`src/rtl/core/mscg_pkg.sv`:
```
// ----------------------------------------------------------------------------
// Multi-stop color gradient package
// Shared types and constants for the gradient pipeline.
// ----------------------------------------------------------------------------
package mscg_pkg;

    localparam int MAX_STOPS   = 6;
    localparam int RES_W       = 16;
    localparam int CNT_W       = 3;
    localparam int COLOR_W     = 24;
    localparam int IDX_W       = 3;
    localparam int PCT_W       = 7;   // percent is 0..100
    localparam int NUM_W       = 23;  // offset * 100
    localparam int PCT_SCALE   = 100;

    // exact reciprocals for 16-bit dividends
    localparam logic [15:0] RECIP3    = 16'd43691;
    localparam int          RECIP3_SH = 17;
    localparam logic [15:0] RECIP5    = 16'd52429;
    localparam int          RECIP5_SH = 18;
    // exact for magnitudes up to 25599
    localparam logic [12:0] RECIP100    = 13'd5243;
    localparam int          RECIP100_SH = 19;

    // configuration register indexes
    localparam logic [2:0] CFG_RESOLUTION  = 3'd0;
    localparam logic [2:0] CFG_COLOR_COUNT = 3'd1;
    localparam logic [2:0] CFG_STOP_BASE   = 3'd2;

    typedef enum logic [1:0] {
        MODE_NORMAL,
        MODE_BLACK,
        MODE_STOP,
        MODE_FAULT
    } t_mode;

    typedef struct packed {
        t_mode             mode;
        logic [IDX_W-1:0]  idx;
    } t_side;

endpackage

```
`src/rtl/core/multi_stop_color_gradient_unit.sv`:
```
// Each accepted position passes through registered stages A, B, C, the divider, E and F in order.
// Throughput: one position per cycle; the pipeline stalls as a whole when
// the output beat is not taken.
// Percent division takes 7 stages, one quotient bit each.
// Synchronous active-low reset clears valid bits and all config registers.
// ----------------------------------------------------------------------------
// Multi-stop color gradient unit
// Maps a gradient position to an RGB color interpolated between stops.
// ----------------------------------------------------------------------------
module multi_stop_color_gradient_unit
    import mscg_pkg::*;
(
    input  logic          i_clk,
    input  logic          i_rst_n,
    input  logic          i_cfg_valid,
    input  logic [2:0]    i_cfg_index,
    input  logic [23:0]   i_cfg_data,
    output logic          o_cfg_ready,
    input  logic          i_valid,
    output logic          o_ready,
    input  logic [15:0]   i_position,
    output logic          o_valid,
    input  logic          i_ready,
    output logic [7:0]    o_red,
    output logic [7:0]    o_green,
    output logic [7:0]    o_blue,
    output logic          o_div_fault
);

    logic [RES_W-1:0]   r_resolution;
    logic [CNT_W-1:0]   r_color_count;
    logic [COLOR_W-1:0] r_stop [MAX_STOPS];
    logic [2:0]         n_stop_sel;

    logic en;
    assign en          = !o_valid || i_ready;
    assign o_ready     = en;
    assign o_cfg_ready = 1'b1;

    assign n_stop_sel = i_cfg_index - CFG_STOP_BASE;

    always_ff @(posedge i_clk) begin
        if (!i_rst_n) begin
            r_resolution  <= '0;
            r_color_count <= '0;
            for (int i = 0; i < MAX_STOPS; i++) r_stop[i] <= '0;
        end else if (i_cfg_valid) begin
            case (i_cfg_index)
                CFG_RESOLUTION:  r_resolution  <= i_cfg_data[RES_W-1:0];
                CFG_COLOR_COUNT: r_color_count <= i_cfg_data[CNT_W-1:0];
                default: begin
                    if (n_stop_sel < 3'(MAX_STOPS)) r_stop[n_stop_sel] <= i_cfg_data;
                end
            endcase
        end
    end

    // stage A: classify, reciprocal product
    logic [CNT_W-1:0] n_cnt, n_dm;
    t_side            n_a_side;
    logic [15:0]      n_recip;
    logic             r_a_v;
    logic [31:0]      r_a_prod;
    logic [15:0]      r_a_pos;
    logic [CNT_W-1:0] r_a_dm;
    t_side            r_a_side;

    always_comb begin
        n_cnt = (r_color_count > CNT_W'(MAX_STOPS)) ? CNT_W'(MAX_STOPS) : r_color_count;
        n_dm  = n_cnt - 3'd1;
        n_a_side.idx = '0;
        if (n_cnt == '0 || r_resolution == '0) begin
            n_a_side.mode = MODE_BLACK;
        end else if (n_cnt == 3'd1) begin
            n_a_side.mode = MODE_STOP;
        end else if (i_position >= r_resolution) begin
            n_a_side.mode = MODE_STOP;
            n_a_side.idx  = n_dm;
        end else begin
            n_a_side.mode = MODE_NORMAL;
        end
        case (n_dm)
            3'd3:    n_recip = RECIP3;
            3'd5:    n_recip = RECIP5;
            default: n_recip = '0;
        endcase
    end

    always_ff @(posedge i_clk) begin
        if (!i_rst_n) r_a_v <= 1'b0;
        else if (en)  r_a_v <= i_valid;
    end
    always_ff @(posedge i_clk) begin
        if (en) begin
            r_a_prod <= 32'(r_resolution) * 32'(n_recip);
            r_a_pos  <= i_position;
            r_a_dm   <= n_dm;
            r_a_side <= n_a_side;
        end
    end

    // stage B: segment length
    logic [RES_W-1:0] n_seg;
    logic             r_b_v;
    logic [RES_W-1:0] r_b_seg;
    logic [15:0]      r_b_pos;
    logic [CNT_W-1:0] r_b_dm;
    t_side            r_b_side;

    always_comb begin
        case (r_a_dm)
            3'd1:    n_seg = r_resolution;
            3'd2:    n_seg = r_resolution >> 1;
            3'd3:    n_seg = RES_W'(r_a_prod >> RECIP3_SH);
            3'd4:    n_seg = r_resolution >> 2;
            3'd5:    n_seg = RES_W'(r_a_prod >> RECIP5_SH);
            default: n_seg = '0;
        endcase
    end

    always_ff @(posedge i_clk) begin
        if (!i_rst_n) r_b_v <= 1'b0;
        else if (en)  r_b_v <= r_a_v;
    end
    always_ff @(posedge i_clk) begin
        if (en) begin
            r_b_seg  <= n_seg;
            r_b_pos  <= r_a_pos;
            r_b_dm   <= r_a_dm;
            r_b_side <= r_a_side;
        end
    end

    // stage C: segment index and offset by compare against multiples
    logic [18:0]      n_mult [MAX_STOPS];
    logic [MAX_STOPS-1:0] n_ge;
    logic [IDX_W-1:0] n_idx;
    logic [15:0]      n_off;
    logic             n_past;
    t_side            n_c_side;
    logic             r_c_v;
    logic [NUM_W-1:0] r_c_num;
    logic [RES_W-1:0] r_c_den;
    t_side            r_c_side;

    always_comb begin
        n_idx = '0;
        for (int k = 0; k < MAX_STOPS; k++) begin
            n_mult[k] = 19'(r_b_seg) * 19'(k);
            n_ge[k]   = (19'(r_b_pos) >= n_mult[k]);
        end
        for (int k = 1; k < MAX_STOPS; k++) begin
            if (n_ge[k]) n_idx = n_idx + 3'd1;
        end
        n_past = (r_b_dm != '0) && n_ge[r_b_dm];
        n_off  = 16'(19'(r_b_pos) - n_mult[n_idx]);
        n_c_side = r_b_side;
        if (r_b_side.mode == MODE_NORMAL) begin
            n_c_side.idx = n_idx;
            if (r_b_seg == '0) n_c_side.mode = MODE_FAULT;
            else if (n_past) n_c_side.mode = MODE_BLACK;
            else if (r_b_seg == 16'd1) n_c_side.mode = MODE_FAULT;
        end
    end

    always_ff @(posedge i_clk) begin
        if (!i_rst_n) r_c_v <= 1'b0;
        else if (en)  r_c_v <= r_b_v;
    end
    always_ff @(posedge i_clk) begin
        if (en) begin
            r_c_num  <= NUM_W'(n_off) * NUM_W'(PCT_SCALE);
            r_c_den  <= r_b_seg - 16'd1;
            r_c_side <= n_c_side;
        end
    end

    // stages D: percent = offset*100 / (seg-1)
    logic             d_v;
    logic [PCT_W-1:0] d_pct;
    t_side            d_side;

    mscg_pct_div u_div (
        .i_clk   (i_clk),
        .i_rst_n (i_rst_n),
        .i_en    (en),
        .i_valid (r_c_v),
        .i_num   (r_c_num),
        .i_den   (r_c_den),
        .i_side  (r_c_side),
        .o_valid (d_v),
        .o_pct   (d_pct),
        .o_side  (d_side)
    );

    // stage E: pct * (end - start) per channel
    logic [COLOR_W-1:0] n_ca, n_cb;
    logic [IDX_W-1:0]   n_idx1;
    logic               r_e_v;
    logic signed [15:0] r_e_prod [3];
    logic [7:0]         r_e_start [3];
    t_side              r_e_side;

    always_comb begin
        n_idx1 = d_side.idx + 3'd1;
        n_ca = (d_side.idx < 3'(MAX_STOPS)) ? r_stop[d_side.idx] : '0;
        n_cb = (n_idx1 < 3'(MAX_STOPS)) ? r_stop[n_idx1] : '0;
    end

    always_ff @(posedge i_clk) begin
        if (!i_rst_n) r_e_v <= 1'b0;
        else if (en)  r_e_v <= d_v;
    end
    always_ff @(posedge i_clk) begin
        if (en) begin
            for (int c = 0; c < 3; c++) begin
                r_e_start[c] <= n_ca[23-8*c -: 8];
                // all operands 16 bits signed, product fits in +/-25500
                r_e_prod[c]  <= $signed({9'd0, d_pct}) *
                                ($signed({8'd0, n_cb[23-8*c -: 8]})
                                 - $signed({8'd0, n_ca[23-8*c -: 8]}));
            end
            r_e_side <= d_side;
        end
    end

    // stage F: divide by 100 toward zero, add start, pick result
    logic [14:0]        n_mag [3];
    logic [7:0]         n_q   [3];
    logic [7:0]         n_ch  [3];
    logic [COLOR_W-1:0] n_rgb, n_stop_c;
    logic               n_fault;
    logic               r_o_v;
    logic [COLOR_W-1:0] r_o_rgb;
    logic               r_o_fault;

    always_comb begin
        for (int c = 0; c < 3; c++) begin
            n_mag[c] = r_e_prod[c][15] ? 15'(-r_e_prod[c]) : 15'(r_e_prod[c]);
            n_q[c]   = 8'((28'(n_mag[c]) * 28'(RECIP100)) >> RECIP100_SH);
            n_ch[c]  = r_e_prod[c][15] ? r_e_start[c] - n_q[c] : r_e_start[c] + n_q[c];
        end
        n_stop_c = (r_e_side.idx < 3'(MAX_STOPS)) ? r_stop[r_e_side.idx] : '0;
        n_fault  = 1'b0;
        case (r_e_side.mode)
            MODE_NORMAL: n_rgb = {n_ch[0], n_ch[1], n_ch[2]};
            MODE_STOP:   n_rgb = n_stop_c;
            MODE_FAULT: begin
                n_rgb   = '0;
                n_fault = 1'b1;
            end
            default:     n_rgb = '0;
        endcase
    end

    always_ff @(posedge i_clk) begin
        if (!i_rst_n) r_o_v <= 1'b0;
        else if (en)  r_o_v <= r_e_v;
    end
    always_ff @(posedge i_clk) begin
        if (en) begin
            r_o_rgb   <= n_rgb;
            r_o_fault <= n_fault;
        end
    end

    assign o_valid     = r_o_v;
    assign o_red       = r_o_rgb[23:16];
    assign o_green     = r_o_rgb[15:8];
    assign o_blue      = r_o_rgb[7:0];
    assign o_div_fault = r_o_fault;

    a_fault_black: assert property (@(posedge i_clk) disable iff (!i_rst_n)
        o_valid && o_div_fault |-> r_o_rgb == '0)
        else $error("fault beat carries a color");

    a_fault_needs_two: assert property (@(posedge i_clk) disable iff (!i_rst_n)
        o_valid && o_div_fault |-> r_color_count >= 3'd2)
        else $error("fault with fewer than two stops");

    a_reset_empty: assert property (@(posedge i_clk)
        !i_rst_n |=> !o_valid && !r_e_v)
        else $error("valid beat after reset");

    a_stall_holds: assert property (@(posedge i_clk) disable iff (!i_rst_n)
        !en |=> $stable(r_e_side) && $stable(r_c_num))
        else $error("pipeline moved during stall");

endmodule

```
`src/rtl/core/mscg_pct_div.sv`:
```
// ----------------------------------------------------------------------------
// Percent divider
// Restoring divider, one quotient bit per pipeline stage, MSB first.
// ----------------------------------------------------------------------------
module mscg_pct_div
    import mscg_pkg::*;
(
    input  logic              i_clk,
    input  logic              i_rst_n,
    input  logic              i_en,
    input  logic              i_valid,
    input  logic [NUM_W-1:0]  i_num,
    input  logic [RES_W-1:0]  i_den,
    input  t_side             i_side,
    output logic              o_valid,
    output logic [PCT_W-1:0]  o_pct,
    output t_side             o_side
);

    logic              s_v    [PCT_W+1];
    logic [NUM_W-1:0]  s_rem  [PCT_W+1];
    logic [PCT_W-1:0]  s_q    [PCT_W+1];
    logic [RES_W-1:0]  s_den  [PCT_W+1];
    t_side             s_side [PCT_W+1];

    assign s_v[0]    = i_valid;
    assign s_rem[0]  = i_num;
    assign s_q[0]    = '0;
    assign s_den[0]  = i_den;
    assign s_side[0] = i_side;

    for (genvar gi = 0; gi < PCT_W; gi++) begin : g_stage
        localparam int K = PCT_W - 1 - gi;
        logic              r_v;
        logic [NUM_W-1:0]  r_rem;
        logic [PCT_W-1:0]  r_q;
        logic [RES_W-1:0]  r_den;
        t_side             r_side;
        logic [NUM_W-1:0]  n_trial;
        logic              n_ge;

        assign n_trial = NUM_W'(s_den[gi]) << K;
        assign n_ge    = (s_rem[gi] >= n_trial);

        always_ff @(posedge i_clk) begin
            if (!i_rst_n) begin
                r_v <= 1'b0;
            end else if (i_en) begin
                r_v <= s_v[gi];
            end
        end

        always_ff @(posedge i_clk) begin
            if (i_en) begin
                r_rem  <= n_ge ? s_rem[gi] - n_trial : s_rem[gi];
                r_q    <= s_q[gi] | (PCT_W'(n_ge) << K);
                r_den  <= s_den[gi];
                r_side <= s_side[gi];
            end
        end

        assign s_v[gi+1]    = r_v;
        assign s_rem[gi+1]  = r_rem;
        assign s_q[gi+1]    = r_q;
        assign s_den[gi+1]  = r_den;
        assign s_side[gi+1] = r_side;
    end

    assign o_valid = s_v[PCT_W];
    assign o_pct   = s_q[PCT_W];
    assign o_side  = s_side[PCT_W];

endmodule

```
`config.mk`:
```
export PLATFORM = sky130hd
export DESIGN_NAME = multi_stop_color_gradient_unit
export DESIGN_NICKNAME = d
export VERILOG_FILES = /design/src/rtl/core/mscg_pkg.sv /design/src/rtl/core/multi_stop_color_gradient_unit.sv /design/src/rtl/core/mscg_pct_div.sv
export SDC_FILE = /design/constraint.sdc
export NUM_CORES = 2
export LEC_CHECK = 0
export BUFFER_PORTS_ARGS = -buffer_cell sky130_fd_sc_hd__buf_4
export CORE_ASPECT_RATIO = 1.75
export CORE_UTILIZATION = 35
export DETAILED_ROUTE_END_ITERATION = 8
export REMOVE_ABC_BUFFERS = 1
export SLEW_MARGIN = 30
export SYNTH_ARGS = -nofsm -noshare
export SYNTH_HDL_FRONTEND = slang
export SYNTH_HIERARCHICAL = 1
export SYNTH_SLANG_ARGS = --single-unit
```
`constraint.sdc`:
```
create_clock -name i_clk -period 23.7 [get_ports i_clk]
set_clock_uncertainty 0.05 [all_clocks]
set_input_delay 4.74 -clock i_clk [delete_from_list [all_inputs] [get_ports i_clk]]
set_output_delay 4.74 -clock i_clk [all_outputs]
set_load 0.01 [all_outputs]
```
* Word level (Yosys, flattened, before mapping)
Memories as Yosys holds them, arrays and structs flattened. A register that Yosys moved wholly into a read port is not among the register bits.
Cells that the tools add are included.
** Operators by class
- Add/subtract/negate cells :: 27
- $mul :: 10
- Order comparisons :: 21
- Eq/ne operators :: 12
- Muxes and demuxes :: 49
- Bitwise gates (word level) :: 8
- Reduce and logical (&&, ||, !) cells :: 16
** Operator list (number)
- $mux 23 :: 6
- $mux 24 :: 4
- $mul 15x13->27 const B :: 3
- $pmux 16 s5 :: 1
- $bmux 19 s3 :: 1
- $mul 8x9->16 :: 3
- $pmux 24 s2 :: 1
- $mux 15 :: 3
- $neg 15->15 :: 3
- $ge 16x18->1 :: 2
- $ge 16x16->1 :: 2
- $logic_not 16->1 :: 2
- $mul 16x16->32 :: 1
- $mux 16 :: 2
- $pmux 16 s2 :: 1
- $sub 8x8->9 :: 3
- $add 8x8->8 :: 3
- $mux 3 :: 8
- $mux 8 :: 3
- $reduce_or 24->1 :: 1
- $sub 8x8->8 :: 3
- $ge 23x16->1 :: 1
- $ge 23x17->1 :: 1
- $ge 23x18->1 :: 1
- other kinds (51) :: 84
** Storage, ports and cells
- Register bits after elaboration :: 511
- RAM bits :: 216
- Bits of input ports :: 48
- Output and inout port bits :: 28
- Logic and storage cells :: 212
- Memories kept :: 3
** Memories
- r_stop :: words 6, width 24, rd ports 3, clocked after memory_dff 2, write ports 6, RTL line multi_stop_color_gradient_unit.sv:32 : logic [COLOR_W-1:0] r_stop [MAX_STOPS];
- r_e_prod :: words 3, width 16, rd ports 3, clocked after memory_dff 0, write ports 3, RTL line multi_stop_color_gradient_unit.sv:200 : logic signed [15:0] r_e_prod [3];
- r_e_start :: words 3, width 8, rd ports 3, clocked after memory_dff 0, write ports 3, RTL line multi_stop_color_gradient_unit.sv:201 : logic [7:0] r_e_start [3];

* Depth between registers and ports, before layout
- Depth after elaboration :: 16
- Mapped depth :: 50
- Depth with buffers taken out :: 50

* Modules after synthesis
The synthesis kept the hierarchy.
** By module, submodules not included
- multi_stop_color_gradient_unit :: instances 1, cells each 4984, area each 52076.2 sq um, sequential area each 13002.5 sq um
- mscg_pct_div :: instances 1, cells each 1399, area each 16194.3 sq um, sequential area each 9058.7 sq um

* Worst setup path before layout
OpenSTA, ideal clock, no wires.
- Path type :: input to output
- Start point :: input i_ready
- End point :: output o_ready
- Data arrival time :: 15.081 ns
- Data required time :: 18.910 ns
- Path slack :: 3.829 ns
- Stages on the path :: 3
- Cell sequence :: nor2b_1 -> clkbuf_1 -> inv_1
** Between the ends
- Cells in the longest elaborated chain, start to end :: 1
** Ends and longest elaborated chain
- start: declaration :: RTL line multi_stop_color_gradient_unit.sv:23 : input logic i_ready,
- $logic_or 1x1->1 :: RTL line multi_stop_color_gradient_unit.sv:36 : assign en = !o_valid || i_ready;
- end: declaration :: RTL line multi_stop_color_gradient_unit.sv:20 : output logic o_ready,
Every way passes these cells.

* Worst setup path after layout
- Start point :: register r_b_seg[2]
- End point :: register r_c_num[22] (data pin)
** Between the ends
- Cells in the longest elaborated chain, start to end :: 16
- Elaborated cells on any way between the ends :: 22
** Ends and longest elaborated chain
- start: declaration :: RTL line multi_stop_color_gradient_unit.sv:105 : logic [RES_W-1:0] r_b_seg;
- start signal: assignment :: RTL line multi_stop_color_gradient_unit.sv:127 : r_b_seg <= n_seg;
- branches (longest 11 deep; another with $mul 16x2->18)
- $bmux 19 s3 (*) :: RTL line multi_stop_color_gradient_unit.sv:156 : n_off = 16'(19'(r_b_pos) - n_mult[n_idx]);
- $mux 16 (not written as such) (*) (2 in a row) :: RTL line multi_stop_color_gradient_unit.sv:156
- $sub 16x16->16 (*) :: RTL line multi_stop_color_gradient_unit.sv:156
- $mul 16x5->21 (*) :: RTL line multi_stop_color_gradient_unit.sv:172 : r_c_num <= NUM_W'(n_off) * NUM_W'(PCT_SCALE);
- end signal: assignment :: RTL line multi_stop_color_gradient_unit.sv:172
- end: declaration :: RTL line multi_stop_color_gradient_unit.sv:142 : logic [NUM_W-1:0] r_c_num;
Every way passes the cells marked *. The select of a mux whose other input is x is not followed.
A chain may end at the register's enable or synchronous reset.

==> qor.csv <==
metric,value,unit
status,"complete, no violations",
cts_tree,done,
rows,214,
vias,45850,
layout.nets,7905,
cts_resized,0,
cts_made_buffers,72,
ys_async_sr_fraction,0,%
synth_top_area_share,31.32,%
cp.required,24050,ps
cts_setup_buffers,0,
path_class,flip-flop to flip-flop,
finalSetupTns,0,ps
worstSetupEndpointType,flip-flop,
drc,0,
rsz0062_at_grt,false,
post-route-cell-area,74490,um2
whs_endpoint,u_div/o_side[3],
layout-drive-gt1-share,6.550,%
setup_viol,0,
start_kind,flip-flop,
wl,166400,um
ys.flop_type,edfxtp_1,
cts_sinks,746,
ff2ff_setup_slack,11340,ps
min_path_type,flip-flop to flip-flop,
numPortBuffers,74,
core,193900,um2
worstHoldStart,u_div/g_stage[5].r_side[3],
worst_r2r_endpoint,r_c_num[22],
hold_viol_final,0,
clock_path_buffers,3,
post-dp-hpwl,134700,um
grt.total_usage,17.12,%
cp_common_cell,ha_1,
yosysSeqAreaShare,32.31,%
via_per_inst,5.048,
io_pins,76,
yosys_warnings,6,
drv_slew,0,
antenna_left,0,
grt_pass1_vias,49080,
crit_fanout,17,
max-slew-margin-rel,34.99,%
hold_depth,0,
dieWidth,335.9,um
cts-root-buf,clkbuf_16,
post_dp_cell_area,71880,um2
nFillCells,18920,
cpMaxStageDelayCell,nor2_1,
synth_area_per_cell,10.70,um2
crit_start,r_b_seg[2],
layout_common_cells,"1123 x inv_1, 918 x ha_1, 712 x edfxtp_1",
worstMarginPinSlew,975.1,ps
start_util,35.22,%
syn_inst,6383,
critPathArrivalTime,12710,ps
ys_ff_latch,746,
synth_edf_count,712,
r2r-start,r_b_seg[2],
routedWlPerCell,18.32,um
mostFrequentLayoutCell,inv_1,
synth.area.top_cells,"edfxtp_1 31%, ha_1 17%, fa_1 15%",
ys_types,107,
grt_max_degree,100,
area_growth,9.103,%
syn-cell-area,68270,um2
die_h,586.3,um
htree_levels,3,
postCtsHoldBufs,0,
grt.overflow.total,0,
rr_worst_depth,47,
drtIter0Drc,2107,
fmax,80.87,MHz
yosysTopAreaCell,edfxtp_1,
clock_latency,670,ps
cap_violations,0,
dieArea,196900,um2
drtPass1Iterations,5,
grt_pass1_wl,263800,um
antenna_found_initial,3,
crit_path_max_incr_delay,770,ps
fin_crit_sh,52.17,%
min_period,12360,ps
cts.clk_slew.worst_paths,70,ps
place_congestion,0.8961,
==> metal layers <==
layer  vias to the layer above  track usage, %  share of wire, %
met4                         2           9.556               6.0
met3                       395           1.653               3.1
met5                         -               0            0.0078
met1                     22510           17.52                36
li1                      22000               -                 -
met2                       941           33.47                55
==> final cells by class <==
class / instances / area [um2] / area share (%)
diodes: 1 / 2.502 / 0.003360
clock buffers: 82 / 1881 / 2.525
clock inverters: 51 / 669.4 / 0.8987
inverters: 1127 / 4238 / 5.689
multi-input cells: 4367 / 41470 / 55.68
flip-flops and latches: 746 / 22060 / 29.62
well taps: 2592 / 3243 / 4.354
repair buffers: 116 / 918.4 / 1.233
==> cell families (layout without fill, tap and decap cells) <==
family / after synthesis / in the layout / share of synthesized area, %
xor+xnor: 340 / 340 / 4.461
compound gates: 1052 / 1052 / 9.928
fa+ha+maj: 1427 / 1427 / 31.74
simple gates: 1309 / 1309 / 9.213
flops: 746 / 746 / 32.31
buf+inv: 1273 / 1376 / 7.083
other cells: 2 / 6 / 0.01100
mux: 234 / 234 / 5.251
==> flip-flops by register name (all words and copies together) (netlist names), 21 cells and up, named ones only <==
| register | flops |
|---|---|
| u_div/g_stage.r_den | 96 |
| u_div/g_stage.r_rem | 138 |
| r_c_num | 21 |
| r_e_start | 24 |
| r_o_rgb | 24 |
| u_div/g_stage.r_q | 21 |
| u_div/g_stage.r_side | 30 |
| r_e_prod | 48 |
| r_stop | 192 |
==> cells in the mapped netlist (all sizes together) (19+ instances only) <==
master  number
nor2b       71
ha         919
buf         37
fa         508
xnor2      235
nand2      413
edfxtp     712
o21ai      254
a21oi      285
o22ai       29
and2       130
inv       1126
nand3       51
a211oi      22
mux2i      111
nand4       38
nor3        71
clkbuf     109
o21a        36
mux2        27
xor2       102
dfxtp       34
and3        37
o211ai      22
nor2       339
o31ai       54
o21bai      28
a21boi      29
a21o       132
mux4        96
a221oi      19
nand2b      62
==> stage by stage <==
step	worst slack (ps)	cells	hold WS [ps]	utilization, %
4_1_cts	11250	9079	333.3	38.39
2_1_floorplan	3742	6240	350.3	-
5_1_grt	10200	9082	352.0	38.42
3_5_place_dp	11410	8946	354.5	37.08
3_3_place_gp	11440	8946	350.2	37.07
6_report	11340	9082	343.1	38.42
==> worst max-delay path by stage <==
stage                  endpoint  slack, ps  cells after the start
detailed placement  r_c_num[22]      11410                     47
global placement    r_c_num[22]      11440                     47
CTS                 r_c_num[22]      11250                     47
global route        r_c_num[22]      10200                     50
floorplan               o_ready       3740                      2
finish              r_c_num[22]      11340                     47
==> worst max-delay path: cells and delay by family (launching register included) <==
family                   cells  cell delay [ps]
multiplexers                 3              950
buffers and inverters        4              480
AO/OA/AOI/OAI               18             3680
flip-flops                   1              560
XOR/XNOR                     3              590
adder cells (fa/ha/maj)      9             3040
AND/OR/NAND/NOR             10             2710
Power is left out: the tool's default activity adds up to more than one toggle a clock period on the data nets, which glitch-free logic cannot reach.
